## config.mk

```make
export PLATFORM = sky130hd
export DESIGN_NAME = linear_probe_hash_table_top
export DESIGN_NICKNAME = d
export VERILOG_FILES = /design/src/sv/lpht_pkg.sv /design/src/sv/lpht_mod.sv /design/src/sv/lpht_ram.sv /design/src/sv/linear_probe_hash_table_top.sv
export SDC_FILE = /design/constraint.sdc
export NUM_CORES = 1
export LEC_CHECK = 0
export BUFFER_PORTS_ARGS = -buffer_cell sky130_fd_sc_hd__buf_2
export CAP_MARGIN = 20
export CORE_MARGIN = 2
export CORE_UTILIZATION = 55
export CTS_BUF_LIST = sky130_fd_sc_hd__clkbuf_4 sky130_fd_sc_hd__clkbuf_8
export CTS_CLUSTER_SIZE = 24
export DETAILED_ROUTE_END_ITERATION = 7
export GPL_TIMING_DRIVEN = 0
export HOLD_SLACK_MARGIN = 0.08
export PLACE_DENSITY = 0.75
export SETUP_SLACK_MARGIN = 0.05
export SLEW_MARGIN = 20
export SYNTH_ARGS = -nofsm -noshare
export SYNTH_HDL_FRONTEND = slang
export SYNTH_SLANG_ARGS = --single-unit
```

## constraint.sdc

```tcl
create_clock -name clk -period 3.1 [get_ports clk]
set_input_delay 0.155 -clock clk [delete_from_list [all_inputs] [get_ports clk]]
set_output_delay 0.155 -clock clk [all_outputs]
set_load 0.02 [all_outputs]
```

## src/sv/lpht_pkg.sv

```systemverilog
// Shared types, codes and sizing constants for the linear probing hash table.
`default_nettype none

package lpht_pkg;

  localparam int TABLE_SLOTS_DEF = 16;
  localparam int KEY_W           = 31;

  localparam logic [1:0] KIND_INSERT = 2'd0;
  localparam logic [1:0] KIND_SEARCH = 2'd1;
  localparam logic [1:0] KIND_READ   = 2'd2;

  localparam logic [2:0] ST_INSERTED = 3'd0;
  localparam logic [2:0] ST_FULL     = 3'd1;
  localparam logic [2:0] ST_FOUND    = 3'd2;
  localparam logic [2:0] ST_NOTFOUND = 3'd3;
  localparam logic [2:0] ST_READ     = 3'd4;

  typedef struct packed {
    logic [1:0]       kind;
    logic [KEY_W-1:0] key;
    logic [3:0]       slot;
  } in_word_t;

  typedef struct packed {
    logic [2:0]       status;
    logic [3:0]       index;
    logic [KEY_W-1:0] value;
    logic             occupied;
  } out_word_t;

  typedef struct packed {
    logic             vld;
    logic [KEY_W-1:0] key;
  } slot_t;

endpackage

`default_nettype wire

```

## src/sv/lpht_mod.sv

```systemverilog
// Remainder unit: key modulo the table size by reciprocal multiplication in three steps.
`default_nettype none

module lpht_mod #(
  parameter int TABLE_SLOTS = lpht_pkg::TABLE_SLOTS_DEF
) (
  input  wire logic                              clk,
  input  wire logic                              rst_n,
  input  wire logic                              go,
  input  wire logic [lpht_pkg::KEY_W-1:0]        key,
  output logic                                   done,
  output logic [$clog2(TABLE_SLOTS)-1:0]         rem
);

  localparam int RW = $clog2(TABLE_SLOTS);
  localparam int KW = lpht_pkg::KEY_W;
  // With the reciprocal rounded down, the quotient estimate is exact or one short.
  localparam logic [KW-1:0] RECIP = KW'((64'd1 << KW) / 64'(TABLE_SLOTS));
  localparam logic [RW:0]   SLOTS = (RW+1)'(TABLE_SLOTS);

  logic                key_vld_r;
  logic                q_vld_r;
  logic                r0_vld_r;
  logic                done_r;
  logic [KW-1:0]       key_r;
  logic [2*KW-1:0]     prod;
  logic [KW-1:0]       q_r;
  logic [RW:0]         qn_lo;
  logic [RW:0]         r0_r;
  logic [RW-1:0]       rem_r;

  assign prod  = (2*KW)'(key_r) * (2*KW)'(RECIP);
  // The true difference is below twice the table size, so the low bits suffice.
  assign qn_lo = q_r[RW:0] * SLOTS;

  always_ff @(posedge clk) begin
    if (!rst_n) begin
      key_vld_r <= 1'b0;
      q_vld_r   <= 1'b0;
      r0_vld_r  <= 1'b0;
      done_r    <= 1'b0;
    end else begin
      key_vld_r <= go;
      q_vld_r   <= key_vld_r;
      r0_vld_r  <= q_vld_r;
      done_r    <= r0_vld_r;
    end
  end

  always_ff @(posedge clk) begin
    if (go) begin
      key_r <= key;
    end
    q_r   <= prod[2*KW-1:KW];
    r0_r  <= key_r[RW:0] - qn_lo;
    rem_r <= (r0_r >= SLOTS) ? RW'(r0_r - SLOTS) : r0_r[RW-1:0];
  end

  assign done = done_r;
  assign rem  = rem_r;

endmodule

`default_nettype wire

```

## src/sv/lpht_ram.sv

```systemverilog
// Slot memory: one write port, one read port with registered read data.
`default_nettype none

module lpht_ram #(
  parameter int TABLE_SLOTS = lpht_pkg::TABLE_SLOTS_DEF
) (
  input  wire logic                              clk,
  input  wire logic                              wr_en,
  input  wire logic [$clog2(TABLE_SLOTS)-1:0]    wr_addr,
  input  wire lpht_pkg::slot_t                   wr_data,
  input  wire logic [$clog2(TABLE_SLOTS)-1:0]    rd_addr,
  output lpht_pkg::slot_t                        rd_data
);

  lpht_pkg::slot_t mem [TABLE_SLOTS];
  lpht_pkg::slot_t rd_data_r;

  always_ff @(posedge clk) begin
    if (wr_en) begin
      mem[wr_addr] <= wr_data;
    end
  end

  always_ff @(posedge clk) begin
    rd_data_r <= mem[rd_addr];
  end

  assign rd_data = rd_data_r;

endmodule

`default_nettype wire

```

## src/sv/linear_probe_hash_table_top.sv

```systemverilog
// Top level: linear probing hash table with a sequencer around one slot memory.
// After reset the block clears every slot, one per cycle, holding busy high while
// it does. Insert and search hash the key and read the home slot, then probe the
// slots in turn; an in-range slot read passes through a read state, while an
// out-of-range slot read or unused kind is answered straight from idle.
// The receiver cannot stall; idle again at the strobe.
`default_nettype none

module linear_probe_hash_table_top #(
  parameter int TABLE_SLOTS = lpht_pkg::TABLE_SLOTS_DEF
) (
  input  wire logic                  clk,
  input  wire logic                  rst_n,
  input  wire logic                  start,
  output logic                       busy,
  input  wire lpht_pkg::in_word_t    in_data,
  output logic                       out_valid,
  output lpht_pkg::out_word_t        out_data
);

  localparam int AW = $clog2(TABLE_SLOTS);

  typedef enum logic [2:0] {
    S_CLEAR,
    S_IDLE,
    S_HASH,
    S_PROBE,
    S_READ
  } state_t;

  state_t                 state_r;
  lpht_pkg::in_word_t     item_r;
  logic [AW-1:0]          p_r;
  logic [AW-1:0]          p_nxt;
  logic [AW-1:0]          cnt_r;
  logic [AW-1:0]          clr_r;
  logic                   out_valid_r;
  lpht_pkg::out_word_t    out_word_r;

  logic                   mod_go;
  logic                   mod_done;
  logic [AW-1:0]          mod_rem;

  logic                   wr_en;
  logic [AW-1:0]          wr_addr;
  lpht_pkg::slot_t        wr_data;
  logic [AW-1:0]          rd_addr;
  lpht_pkg::slot_t        rd_data;

  logic [AW+3:0]          in_slot_ext;
  logic [AW+3:0]          item_slot_ext;
  logic [AW+3:0]          p_ext;
  logic                   in_slot_ok;
  logic                   is_insert;
  logic                   hit;
  logic                   last_probe;

  assign in_slot_ext   = {{AW{1'b0}}, in_data.slot};
  assign item_slot_ext = {{AW{1'b0}}, item_r.slot};
  assign p_ext         = {4'b0000, p_r};
  assign in_slot_ok    = in_slot_ext < (AW+4)'(TABLE_SLOTS);
  assign is_insert     = item_r.kind == lpht_pkg::KIND_INSERT;
  assign p_nxt         = (p_r == AW'(TABLE_SLOTS - 1)) ? '0 : p_r + AW'(1);
  assign last_probe    = cnt_r == AW'(TABLE_SLOTS - 1);

  // An insert stops at the first empty slot, a search at the first valid match.
  assign hit = is_insert ? !rd_data.vld : (rd_data.vld && rd_data.key == item_r.key);

  assign busy   = (state_r != S_IDLE) || !rst_n;
  assign mod_go = (state_r == S_IDLE) && start && rst_n &&
                  (in_data.kind == lpht_pkg::KIND_INSERT ||
                   in_data.kind == lpht_pkg::KIND_SEARCH);

  always_comb begin
    wr_en   = 1'b0;
    wr_addr = p_r;
    wr_data = '{vld: 1'b1, key: item_r.key};
    rd_addr = '0;
    unique case (state_r)
      S_CLEAR: begin
        wr_en   = 1'b1;
        wr_addr = clr_r;
        wr_data = '0;
      end
      S_IDLE: begin
        rd_addr = in_slot_ext[AW-1:0];
      end
      S_HASH: begin
        rd_addr = mod_rem;
      end
      S_PROBE: begin
        // Next slot is read while the current one is checked; the write of an
        // insert ends the walk, so it never meets a read of the same slot.
        rd_addr = p_nxt;
        wr_en   = is_insert && !rd_data.vld;
      end
      S_READ: begin
        rd_addr = '0;
      end
      default: begin
        rd_addr = '0;
      end
    endcase
  end

  always_ff @(posedge clk) begin
    if (!rst_n) begin
      state_r     <= S_CLEAR;
      clr_r       <= '0;
      cnt_r       <= '0;
      out_valid_r <= 1'b0;
    end else begin
      out_valid_r <= 1'b0;
      unique case (state_r)
        S_CLEAR: begin
          clr_r <= clr_r + AW'(1);
          if (clr_r == AW'(TABLE_SLOTS - 1)) begin
            state_r <= S_IDLE;
          end
        end
        S_IDLE: begin
          if (start) begin
            item_r <= in_data;
            priority if (mod_go) begin
              state_r <= S_HASH;
            end else if (in_data.kind == lpht_pkg::KIND_READ) begin
              if (in_slot_ok) begin
                state_r <= S_READ;
              end else begin
                out_valid_r <= 1'b1;
                out_word_r  <= '{status: lpht_pkg::ST_READ, index: in_data.slot,
                                 value: '0, occupied: 1'b0};
              end
            end else begin
              out_valid_r <= 1'b1;
              out_word_r  <= '{status: lpht_pkg::ST_NOTFOUND, index: '0,
                               value: '0, occupied: 1'b0};
            end
          end
        end
        S_HASH: begin
          if (mod_done) begin
            p_r     <= mod_rem;
            cnt_r   <= '0;
            state_r <= S_PROBE;
          end
        end
        S_PROBE: begin
          if (hit) begin
            out_valid_r <= 1'b1;
            out_word_r  <= '{status: is_insert ? lpht_pkg::ST_INSERTED : lpht_pkg::ST_FOUND,
                             index: p_ext[3:0], value: '0, occupied: 1'b0};
            state_r     <= S_IDLE;
          end else if (last_probe) begin
            out_valid_r <= 1'b1;
            out_word_r  <= '{status: is_insert ? lpht_pkg::ST_FULL : lpht_pkg::ST_NOTFOUND,
                             index: '0, value: '0, occupied: 1'b0};
            state_r     <= S_IDLE;
          end else begin
            p_r   <= p_nxt;
            cnt_r <= cnt_r + AW'(1);
          end
        end
        S_READ: begin
          out_valid_r <= 1'b1;
          out_word_r  <= '{status: lpht_pkg::ST_READ, index: item_slot_ext[3:0],
                           value: rd_data.vld ? rd_data.key : '0,
                           occupied: rd_data.vld};
          state_r     <= S_IDLE;
        end
        default: begin
          state_r <= S_IDLE;
        end
      endcase
    end
  end

  assign out_valid = out_valid_r;
  assign out_data  = out_word_r;

  lpht_mod #(
    .TABLE_SLOTS(TABLE_SLOTS)
  ) u_mod (
    .clk   (clk),
    .rst_n (rst_n),
    .go    (mod_go),
    .key   (in_data.key),
    .done  (mod_done),
    .rem   (mod_rem)
  );

  lpht_ram #(
    .TABLE_SLOTS(TABLE_SLOTS)
  ) u_ram (
    .clk     (clk),
    .wr_en   (wr_en),
    .wr_addr (wr_addr),
    .wr_data (wr_data),
    .rd_addr (rd_addr),
    .rd_data (rd_data)
  );

endmodule

`default_nettype wire

```

==> results of run 1 <==
-- cell usage after synthesis (5+ instances only) --
master,n
mux2_1,32
nor4_1,9
a31oi_1,6
xor2_1,31
nand2_1,129
edfxtp_1,596
mux2i_1,163
nor2_1,41
o2111ai_1,32
inv_1,9
buf_6,19
buf_2,25
a21oi_1,9
a22oi_1,5
o21ai_0,15
and2_1,36
and3_1,36
mux2_2,96
o211ai_1,97
buf_4,6
nand3_1,5
dfxtp_1,56
nor3_1,9
clkbuf_1,36
-- timing repair --
| item | 4_1_cts | 5_1_grt |
|---|---|---|
| hold buffers | 40 | 0 |
| endpoints found under the hold margin | 66 | 0 |
| pin swaps | 7 | 10 |
| buffers inserted | 8 | 17 |
| gates resized for setup | 6 | 17 |
| endpoints found under the setup margin | 429 | 490 |
-- per-stage QoR --
stage / hold slack (ns) / total power, mW / area (um2)
finish: 0.177 / 17.6 / 30400
global route: 0.157 / 18.1 / 30400
CTS: 0.131 / 17.6 / 30200
detailed placement: 0.314 / 10.5 / 27600
global placement: 0.313 / 10.4 / 26900
floorplan: 0.254 / 10.2 / 25700
-- final timing paths --
check,startpoint,to,cells past startpoint,slack [ns]
setup / recovery,item_r[21],out_data[6],7,0.11
hold / removal,in_data[33],item_r[33],2,0.18
setup reg to reg,item_r[21],out_data[6],7,0.11
hold reg to reg,u_mod.r0_r[2],u_mod.rem[2],0,0.31
-- metal layers --
metal	GRT usage (%)	up-vias	share of wire, %
met3	5.29	158	9.2
met1	37.0	7504	40
met5	0	-	0
li1	-	6535	-
met2	43.7	843	47
met4	12.7	0	4.0
-- logic make-up after synthesis --
| kind of cell | count (synthesis) |
|---|---|
| DFF | 652 |
| muxes | 291 |
| and+or+nand+nor | 285 |
| AOI/OAI and AO/OA | 177 |
| buffers and inverters | 95 |
| xor gates and xnor gates | 35 |
| adders and majority gates | 3 |
-- power by group through the flow --
stage	combinational, mW	sequential (mW)	clock [mW]
global placement	0.454	9.98	0
CTS	0.590	9.81	7.21
finish	0.627	9.81	7.14
floorplan	0.282	9.96	0
detailed placement	0.542	9.99	0
global route	0.668	9.82	7.60
-- registers in the layout (all words and copies together) (netlist names), 3 cells and up --
signal / flops
state_r: 3
u_ram.mem: 512
cnt_r: 4
p_r: 4
u_ram.rd_data: 32
item_r: 37
u_mod.key_r: 4
out_data: 39
u_mod.r0_r: 4
clr_r: 4
u_mod.rem: 4
-- layout by cell type (no fill, tap or decap), types with 4 or more instances in the layout --
| cell | n |
|---|---|
| nor3_1 | 9 |
| and3_1 | 35 |
| clkbuf_1 | 31 |
| clkbuf_8 | 110 |
| clkinv_2 | 7 |
| o211ai_1 | 97 |
| nor4_1 | 6 |
| nand2b_1 | 4 |
| clkinv_1 | 12 |
| inv_1 | 9 |
| o2111ai_1 | 32 |
| a21oi_1 | 6 |
| buf_4 | 22 |
| xnor2_1 | 4 |
| buf_16 | 16 |
| clkbuf_4 | 49 |
| clkbuf_2 | 4 |
| xor2_1 | 31 |
| edfxtp_1 | 596 |
| a22oi_1 | 5 |
| buf_6 | 19 |
| nor2_1 | 24 |
| nand4_1 | 4 |
| dlygate4sd3_1 | 40 |
| and2_1 | 35 |
| nand2_1 | 129 |
| dfxtp_1 | 56 |
| a31oi_2 | 4 |
| buf_2 | 105 |
| mux2_1 | 32 |
| nor2_4 | 17 |
| mux2_2 | 96 |
| buf_12 | 17 |
| o21ai_0 | 15 |
| nand3_1 | 5 |
| mux2i_1 | 163 |
-- layout make-up --
cell class | instances | area [um2] | share of cell area [%]
Sequential cell | 652 | 19000 | 62.6
Buffer | 86 | 526 | 1.73
Clock inverter | 25 | 150 | 0.494
Tap cell | 607 | 759 | 2.50
Timing Repair Buffer | 168 | 1700 | 5.58
Multi-Input combinational cell | 791 | 6320 | 20.8
Inverter | 9 | 33.8 | 0.111
Clock buffer | 159 | 1880 | 6.19
Antenna cell | 1 | 2.50 | 0.00823
==> metrics.yaml, run 1 <==
finalSetupTns_ns: 0
finalSetupViolations: 0
rsz0062_at_grt: "yes"
final_util_pct: 65.6
die_y_um: 220
slew_viol_final: 0
synth_mux_area_share_pct: 12.0
crit_path_max_fanout: 24
synthTopCellsByArea: "edfxtp_1, mux2i_1, dfxtp_1, mux2_2, o211ai_1"
hp-class: "input pin to flop"
firstDrtPassIters: 8
avgSynthCellArea_um2: 16.7
period_share_pct: 96.5
synth_compound_area_share_pct: 5.28
clkPwrFrac_pct: 40.6
grt_usage_pct: 27.5
antenna_found_initial: 0
clk_latency_ns: 0.69
maxCapViolCount: 0
fmax_ghz: 0.334
clock-sinks: 652
grt_pass1_wl_um: 94600
synthArstFlopShare_pct: 0
layout.nets: 1851
design.core.area_um2: 46400
seq_area_frac_synth_pct: 74.0
power_switching_mw: 3.67
dp.cells: 2248
clk_pin_slew_ns: 0.06
yosys.area_share.simple_pct: 5.29
htreeDepth: 3
wl_per_cell_um: 26.2
syn_nets: 1581
synthesis.instances: 1538
yosys.area_share.xor_xnor_pct: 1.19
dieArea_um2: 48500
place.gp.congestion: 0.890
crit_arrival_ns: 3.35
finalWorstSetupSlack_ns: 0.108
detail-route-antenna-nets: 0
synth_flop_cell: "edfxtp_1"
skew_ns: 0.0473
critPathTopFamily: "simple AND/OR/NAND/NOR gates"
hpwl_um: 42100
grt_max_degree: 26
synth_top_cell_area_share_pct: 69.6
relSlewSlack_pct: 28.6
combPwrFrac_pct: 3.6
via_per_inst: 6.02
std_cell_rows: 79
start_util_pct: 55.4
remaining_drc_errors: 0
drt_iter0_markers: 1710
cts_buffers: 100
drive_gt1_share_pct: 25.9
pre_cts_slack_ns: -0.457
path_buf_inv: 1
ys_seq_elements: 652
ios: 81
clockRootBuffer: "clkbuf_8"
ys_warn_count: 0
grt_pass1_vias: 14900
synthAdderAreaFrac_pct: 0.146
tritoncts: "done"
synthesis.area_um2: 25700
end_kind: "flop"
ys_types: 49
hold_viol_final: 0
worstSetupPathType: "flop to flop"
seq_power_share_pct: 55.8
fp.dieW_um: 220
cp_slowest_cell: "nor4_1"
switching_share_pct: 20.9
yosys.area.top_type: "edfxtp_1"
path_cells: "xor2_1 -> nor4_1 -> nand4_1 -> o21bai_4 -> nor2_1 -> nor2_4 -> buf_12"
power_density_nw_per_um2: 578
p_leak_nw: 10.0
tightest_slew_ns: 1.07
ir_worst_vdd_mv: 0.459
start_kind: "flop"
routed_wl_um: 65600
slowest_delay_ns: 0.58
fillCellCount: 3132
syn_to_final_growth_pct: 18.2
clock_path_buffers: 3
route.vias.total: 15000
io_buffers: 79
fin_crit_ns: 2.99
synth_top_family_by_area: "multiplexers"
final_cell_count_no_fill: 2498
internal_power_mw: 13.9
grt_overflow_total: 0
critPathRequiredTime_ns: 3.46
status: "completed"
synth_edf_count: 596
Power figures use the tool's default switching activity.
==> run 2: changes to the inputs <==
--- a/config.mk
+++ b/config.mk
@@ -9,7 +9,7 @@
 export CAP_MARGIN = 20
 export CORE_MARGIN = 2
 export CORE_UTILIZATION = 55
-export CTS_BUF_LIST = sky130_fd_sc_hd__clkbuf_4 sky130_fd_sc_hd__clkbuf_8
+export CTS_BUF_LIST = sky130_fd_sc_hd__clkbuf_4
 export CTS_CLUSTER_SIZE = 24
 export DETAILED_ROUTE_END_ITERATION = 7
 export GPL_TIMING_DRIVEN = 0
==> metrics.yaml, run 2 (synthesized netlist as in run 1, its figures left out) <==
antenna_found_initial: 1  # was 0
ir_worst_vdd_mv: 0.335  # was 0.459 mV
grt_max_degree: 26  # unchanged
layout.nets: 1947  # was 1851
final_cell_area_um2: 30900  # was 30400 um2
io_buffers: 79  # unchanged
dp.cells: 2248  # unchanged
syn_to_final_growth_pct: 20.2  # was 18.2%
via_per_inst: 5.94  # was 6.02
route.met2.wl_um: 32500  # was 31000 um
final_common_cell: "edfxtp_1"  # unchanged
start_util_pct: 55.4  # unchanged
routed_wl_um: 67400  # was 65600 um
grt_overflow_total: 0  # unchanged
hp-class: "input pin to flop"  # unchanged
critPathRequiredTime_ns: 3.90  # was 3.46 ns
dieArea_um2: 48500  # unchanged
start_kind: "flop"  # unchanged
path_cells: "clkbuf_1 -> and2_1 -> clkbuf_1 -> clkbuf_1 -> and3_1"  # was xor2_1 -> nor4_1 -> nand4_1 -> o21bai_4 -> nor2_1 -> nor2_4 -> buf_12
internal_power_mw: 14.0  # was 13.9 mW
seq_power_share_pct: 55.0  # was 55.8%
largest_reg_flops: 512  # unchanged
fmax_ghz: 0.338  # was 0.334 GHz
end_kind: "flop"  # unchanged
finalPower_mw: 17.8  # was 17.6 mW
fin_crit_ns: 2.96  # was 2.99 ns
design.core.area_um2: 46400  # unchanged
power_switching_mw: 3.86  # was 3.67 mW
area.sequential_um2: 19000  # unchanged
hold_viol_final: 0  # unchanged
grt_pass1_vias: 15700  # was 14900
largest-register: "u_ram.mem"  # unchanged
std_cell_rows: 79  # unchanged
clock_path_buffers: 3  # unchanged
drive_gt1_share_pct: 28.2  # was 25.9%
status: "completed"  # unchanged
crit_top_cell: "clkbuf_1"
crit_arrival_ns: 3.76  # was 3.35 ns
met3WireLength_um: 6420  # was 6010 um
wl_met1_um: 26100  # was 25900 um
multi_input_comb_area_um2: 6320  # about the same
cp_slowest_cell: "clkbuf_1"  # was nor4_1
period_share_pct: 95.4  # was 96.5%
tritoncts: "done"  # unchanged
tightest_slew_ns: 1.16  # was 1.07 ns
switching_share_pct: 21.7  # was 20.9%
p_leak_nw: 10.4  # was 10.0 nW
final_cell_count_no_fill: 2646  # was 2498
drt_iter0_markers: 1975  # was 1710
grt_usage_pct: 28.3  # was 27.5%
cts_buffers: 160  # was 100
skew_ns: 0.0404  # was 0.0473 ns
wl_per_cell_um: 25.5  # was 26.2 um
clock-sinks: 652  # unchanged
route.vias.total: 15700  # was 15000
die_y_um: 220  # unchanged
detail-route-antenna-nets: 0  # unchanged
power_density_nw_per_um2: 577  # was 578 nW/um2
combPwrFrac_pct: 3.7  # was 3.6%
clk_latency_ns: 0.98  # was 0.69 ns
slew_viol_final: 0  # unchanged
maxCapViolCount: 0  # unchanged
ios: 81  # unchanged
critPathTopFamily: "buffers and inverters"  # was simple AND/OR/NAND/NOR gates
firstDrtPassIters: 6  # was 8
htreeDepth: 4  # was 3
crit_path_max_fanout: 10  # was 24
finalSetupViolations: 0  # unchanged
clk_pin_slew_ns: 0.07  # was 0.06 ns
relSlewSlack_pct: 22.6  # was 28.6%
place.gp.congestion: 0.890  # unchanged
mostFrequentLayoutCells: "edfxtp_1, clkbuf_4, mux2i_1"  # was edfxtp_1, mux2i_1, nand2_1
clockRootBuffer: "clkbuf_4"  # was clkbuf_8
slowest_delay_ns: 0.76  # was 0.58 ns
final_util_pct: 66.6  # was 65.6%
fp.dieW_um: 220  # unchanged
rsz0062_at_grt: "no"  # was yes
pre_cts_slack_ns: -0.457  # unchanged
fillCellCount: 3077  # was 3132
path_buf_inv: 3  # was 1
finalWorstSetupSlack_ns: 0.143  # was 0.108 ns
hpwl_um: 42100  # unchanged
remaining_drc_errors: 0  # unchanged
clkPwrFrac_pct: 41.3  # was 40.6%
grt_pass1_wl_um: 96800  # was 94600 um
top_layer: "met4"  # unchanged
dpl-instance-area_um2: 27600  # unchanged
worstSetupPathType: "flop to flop"  # unchanged
-- run 2: path summary, 6_finish.rpt --
kind                 startpoint           end  slack (ns)  depth (start not counted)
setup reg to reg     state_r[2]  out_data[27]        0.14                          5
hold reg to reg   u_mod.r0_r[0]  u_mod.rem[0]        0.33                          0
hold / removal            rst_n      cnt_r[2]        0.21                          4
setup / recovery     state_r[2]  out_data[27]        0.14                          5
-- run 2: layout make-up --
| type | count | share of cell area (%) |
|---|---|---|
| Tap cell | 607 | 2.46 |
| Inverter | 9 | 0.109 |
| Timing Repair Buffer | 204 | 6.75 |
| Clock inverter | 55 | 1.14 |
| Sequential cell | 652 | 61.6 |
| Buffer | 86 | 1.70 |
| Clock buffer | 239 | 5.81 |
| Antenna cell | 3 | 0.0243 |
| Multi-Input combinational cell | 791 | 20.5 |
-- run 2: worst register-to-register path, delay by kind of cell, from the launching register on --
family	cells	cell delay, ns
AND/OR/NAND/NOR	2	0.58
flip-flops	1	0.51
buffers and inverters	3	1.73
-- run 2: timing repair --
item,CTS,global route
pin swaps,4,12
endpoints found under the setup margin,381,558
hold endpoints to repair,93,0
hold buffers,78,0
buffers inserted,3,20
gates resized for setup,6,15
-- run 2: metrics by stage --
| step | hold WS, ns | setup TNS [ns] |
|---|---|---|
| after floorplan | 0.254 | -9.93 |
| after global placement | 0.313 | -611.71 |
| after detailed placement | 0.314 | -23.39 |
| after CTS | 0.114 | 0 |
| after global routing | 0.227 | 0 |
| final | 0.215 | 0 |
-- run 2: power by group through the flow --
stage / Sequential (mW) / Clock [mW] / Combinational [mW]
after floorplan: 9.96 / 0 / 0.282
after global placement: 9.98 / 0 / 0.454
after detailed placement: 9.99 / 0 / 0.542
after CTS: 9.80 / 7.44 / 0.626
after global routing: 9.81 / 7.92 / 0.706
final: 9.80 / 7.36 / 0.664
-- run 2: metal layers --
metal,vias up,global-route usage [%]
li1,6835,-
met1,7787,37.2
met2,934,45.2
met3,154,6.57
met4,0,13.0
met5,-,0
==> run 3: changes to the inputs <==
--- a/config.mk
+++ b/config.mk
@@ -8,13 +8,12 @@
 export BUFFER_PORTS_ARGS = -buffer_cell sky130_fd_sc_hd__buf_2
 export CAP_MARGIN = 20
 export CORE_MARGIN = 2
-export CORE_UTILIZATION = 55
+export CORE_UTILIZATION = 35
 export CTS_BUF_LIST = sky130_fd_sc_hd__clkbuf_4
 export CTS_CLUSTER_SIZE = 24
 export DETAILED_ROUTE_END_ITERATION = 7
 export GPL_TIMING_DRIVEN = 0
 export HOLD_SLACK_MARGIN = 0.08
-export PLACE_DENSITY = 0.75
 export SETUP_SLACK_MARGIN = 0.05
 export SLEW_MARGIN = 20
 export SYNTH_ARGS = -nofsm -noshare
==> metrics.yaml, run 3 (synthesized netlist as in run 1, its figures left out) <==
status: "completed"  # unchanged
seq_power_share_pct: 53.9  # was 55.0%
clk_latency_ns: 1.04  # was 0.98 ns
route.vias.total: 15500  # was 15700
antenna_found_initial: 5  # was 1
remaining_drc_errors: 0  # unchanged
grt_pass1_vias: 15600  # was 15700
drt_iter0_markers: 1520  # was 1975
final_cell_count_no_fill: 2999  # was 2646
fp.dieW_um: 275  # was 220 um
path_buf_inv: 1  # was 3
fin_crit_ns: 3.02  # was 2.96 ns
hold_start: "rst_n"  # unchanged
crit_start: "item_r[22]"  # was state_r[2]
place.gp.congestion: 0.815  # was 0.890
grt_overflow_total: 0  # unchanged
fillCellCount: 6550  # was 3077
hp-class: "input pin to flop"  # unchanged
power_switching_mw: 4.06  # was 3.86 mW
drive_gt1_share_pct: 28.9  # was 28.2%
detail-route-antenna-nets: 0  # unchanged
finalWorstSetupSlack_ns: 0.0829  # was 0.143 ns
ir_worst_vdd_mv: 0.318  # was 0.335 mV
grt_pass1_wl_um: 102000  # was 96800 um
start_kind: "flop"  # unchanged
via_per_inst: 5.15  # was 5.94
p_leak_nw: 10.4  # about the same
tightest_slew_ns: 1.02  # was 1.16 ns
crit_path_max_fanout: 16  # was 10
cts_buffers: 165  # was 160
mostFrequentLayoutCells: "edfxtp_1, clkbuf_4, mux2i_1"  # unchanged
skew_ns: 0.0900  # was 0.0404 ns
final_util_pct: 43.1  # was 66.6%
power_density_nw_per_um2: 579  # was 577 nW/um2
design.core.area_um2: 72800  # was 46400 um2
cp_slowest_cell: "nor4_1"  # was clkbuf_1
io_buffers: 79  # unchanged
reg2reg_from: "item_r[22]"  # was state_r[2]
clockRootBuffer: "clkbuf_4"  # unchanged
hpwl_um: 46200  # was 42100 um
pre_cts_slack_ns: -0.0575  # was -0.457 ns
rsz0062_at_grt: "no"  # unchanged
critPathTopFamily: "simple AND/OR/NAND/NOR gates"  # was buffers and inverters
syn_to_final_growth_pct: 22.2  # was 20.2%
slew_viol_final: 0  # unchanged
fmax_ghz: 0.331  # was 0.338 GHz
wl_per_cell_um: 23.8  # was 25.5 um
dp.cells: 2606  # was 2248
crit_arrival_ns: 3.70  # was 3.76 ns
combPwrFrac_pct: 3.6  # was 3.7%
tritoncts: "done"  # unchanged
grt_usage_pct: 18.9  # was 28.3%
die_y_um: 275  # was 220 um
htreeDepth: 4  # unchanged
critPathRequiredTime_ns: 3.78  # was 3.90 ns
period_share_pct: 97.3  # was 95.4%
switching_share_pct: 22.4  # was 21.7%
clk_pin_slew_ns: 0.07  # about the same
layout.nets: 1940  # was 1947
largest-register: "u_ram.mem"  # unchanged
grt_max_degree: 38  # was 26
maxCapViolCount: 0  # unchanged
clock-sinks: 652  # unchanged
internal_power_mw: 14.1  # was 14.0 mW
firstDrtPassIters: 6  # unchanged
path_cells: "xor2_1 -> nor4_1 -> nand4_1 -> o21bai_4 -> nor2_1 -> nor2_4 -> buf_12"  # was clkbuf_1 -> and2_1 -> clkbuf_1 -> clkbuf_1 -> and3_1
ios: 81  # unchanged
end_kind: "flop"  # unchanged
clkPwrFrac_pct: 42.5  # was 41.3%
finalSetupViolations: 0  # unchanged
std_cell_rows: 99  # was 79
slowest_delay_ns: 0.57  # was 0.76 ns
start_util_pct: 35.3  # was 55.4%
worstSetupPathType: "flop to flop"  # unchanged
clock_path_buffers: 3  # unchanged
dieArea_um2: 75600  # was 48500 um2
hold_viol_final: 0  # unchanged
largest_reg_flops: 512  # unchanged
final_common_cell: "edfxtp_1"  # unchanged
routed_wl_um: 71500  # was 67400 um
relSlewSlack_pct: 31.8  # was 22.6%
==> run 3: power groups by stage <==
stage / Clock (mW) / Sequential, mW / Combinational [mW]
6_report: 7.71 / 9.80 / 0.658
5_1_grt: 8.33 / 9.81 / 0.699
4_1_cts: 7.88 / 9.79 / 0.655
3_5_place_dp: 0 / 9.99 / 0.565
3_3_place_gp: 0 / 9.99 / 0.490
2_1_floorplan: 0 / 9.96 / 0.282
==> run 3: worst register-to-register path, delay by kind of cell, from the launching register on <==
family	cells	cell delay, ns
AND/OR/NAND/NOR	4	1.31
buffers and inverters	1	0.19
XOR/XNOR	1	0.25
AO/OA/AOI/OAI	1	0.41
flip-flops	1	0.47
==> run 3: through the flow <==
stage / total power, mW / setup TNS (ns) / hold slack (ns) / instance area (um2)
detailed placement: 10.6 / -2.36 / 0.316 / 28200
global placement: 10.5 / -708.15 / 0.317 / 27300
global route: 18.8 / 0 / 0.156 / 31400
floorplan: 10.2 / -9.93 / 0.254 / 25700
CTS: 18.3 / 0 / 0.0937 / 31400
finish: 18.2 / 0 / 0.182 / 31400
==> run 3: cell type report <==
| cell class | count | area, um2 | share of cell area [%] |
|---|---|---|---|
| clock buffer | 269 | 2020 | 6.43 |
| multi-input combinational | 791 | 6310 | 20.1 |
| antenna | 6 | 15.0 | 0.0478 |
| clock inverter | 35 | 255 | 0.813 |
| inverter | 9 | 33.8 | 0.108 |
| timing repair buffer | 192 | 2030 | 6.46 |
| sequential | 652 | 19000 | 60.6 |
| buffer | 86 | 524 | 1.67 |
| tap | 959 | 1200 | 3.82 |
==> run 3: final timing paths <==
kind | endpoint | slack (ns) | depth (start not counted)
setup / recovery | out_data[16] | 0.08 | 7
hold / removal | cnt_r[2] | 0.18 | 4
setup reg to reg | out_data[16] | 0.08 | 7
hold reg to reg | u_mod.rem[2] | 0.32 | 0
==> run 3: layer usage <==
layer / global-route usage (%) / part of all wire (%) / vias up
met5: 0 / 0 / -
met4: 5.85 / 1.6 / 0
met3: 4.24 / 7.5 / 100
met2: 30.1 / 47 / 668
met1: 25.8 / 44 / 7849
li1: - / - / 6834
==> run 3: timing repair <==
action | in CTS | in global routing
setup buffers | 4 | 1
setup endpoints to repair | 257 | 385
resized for setup | 6 | 9
hold endpoints to repair | 112 | 0
hold buffers | 78 | 0
pin swaps | 4 | 1
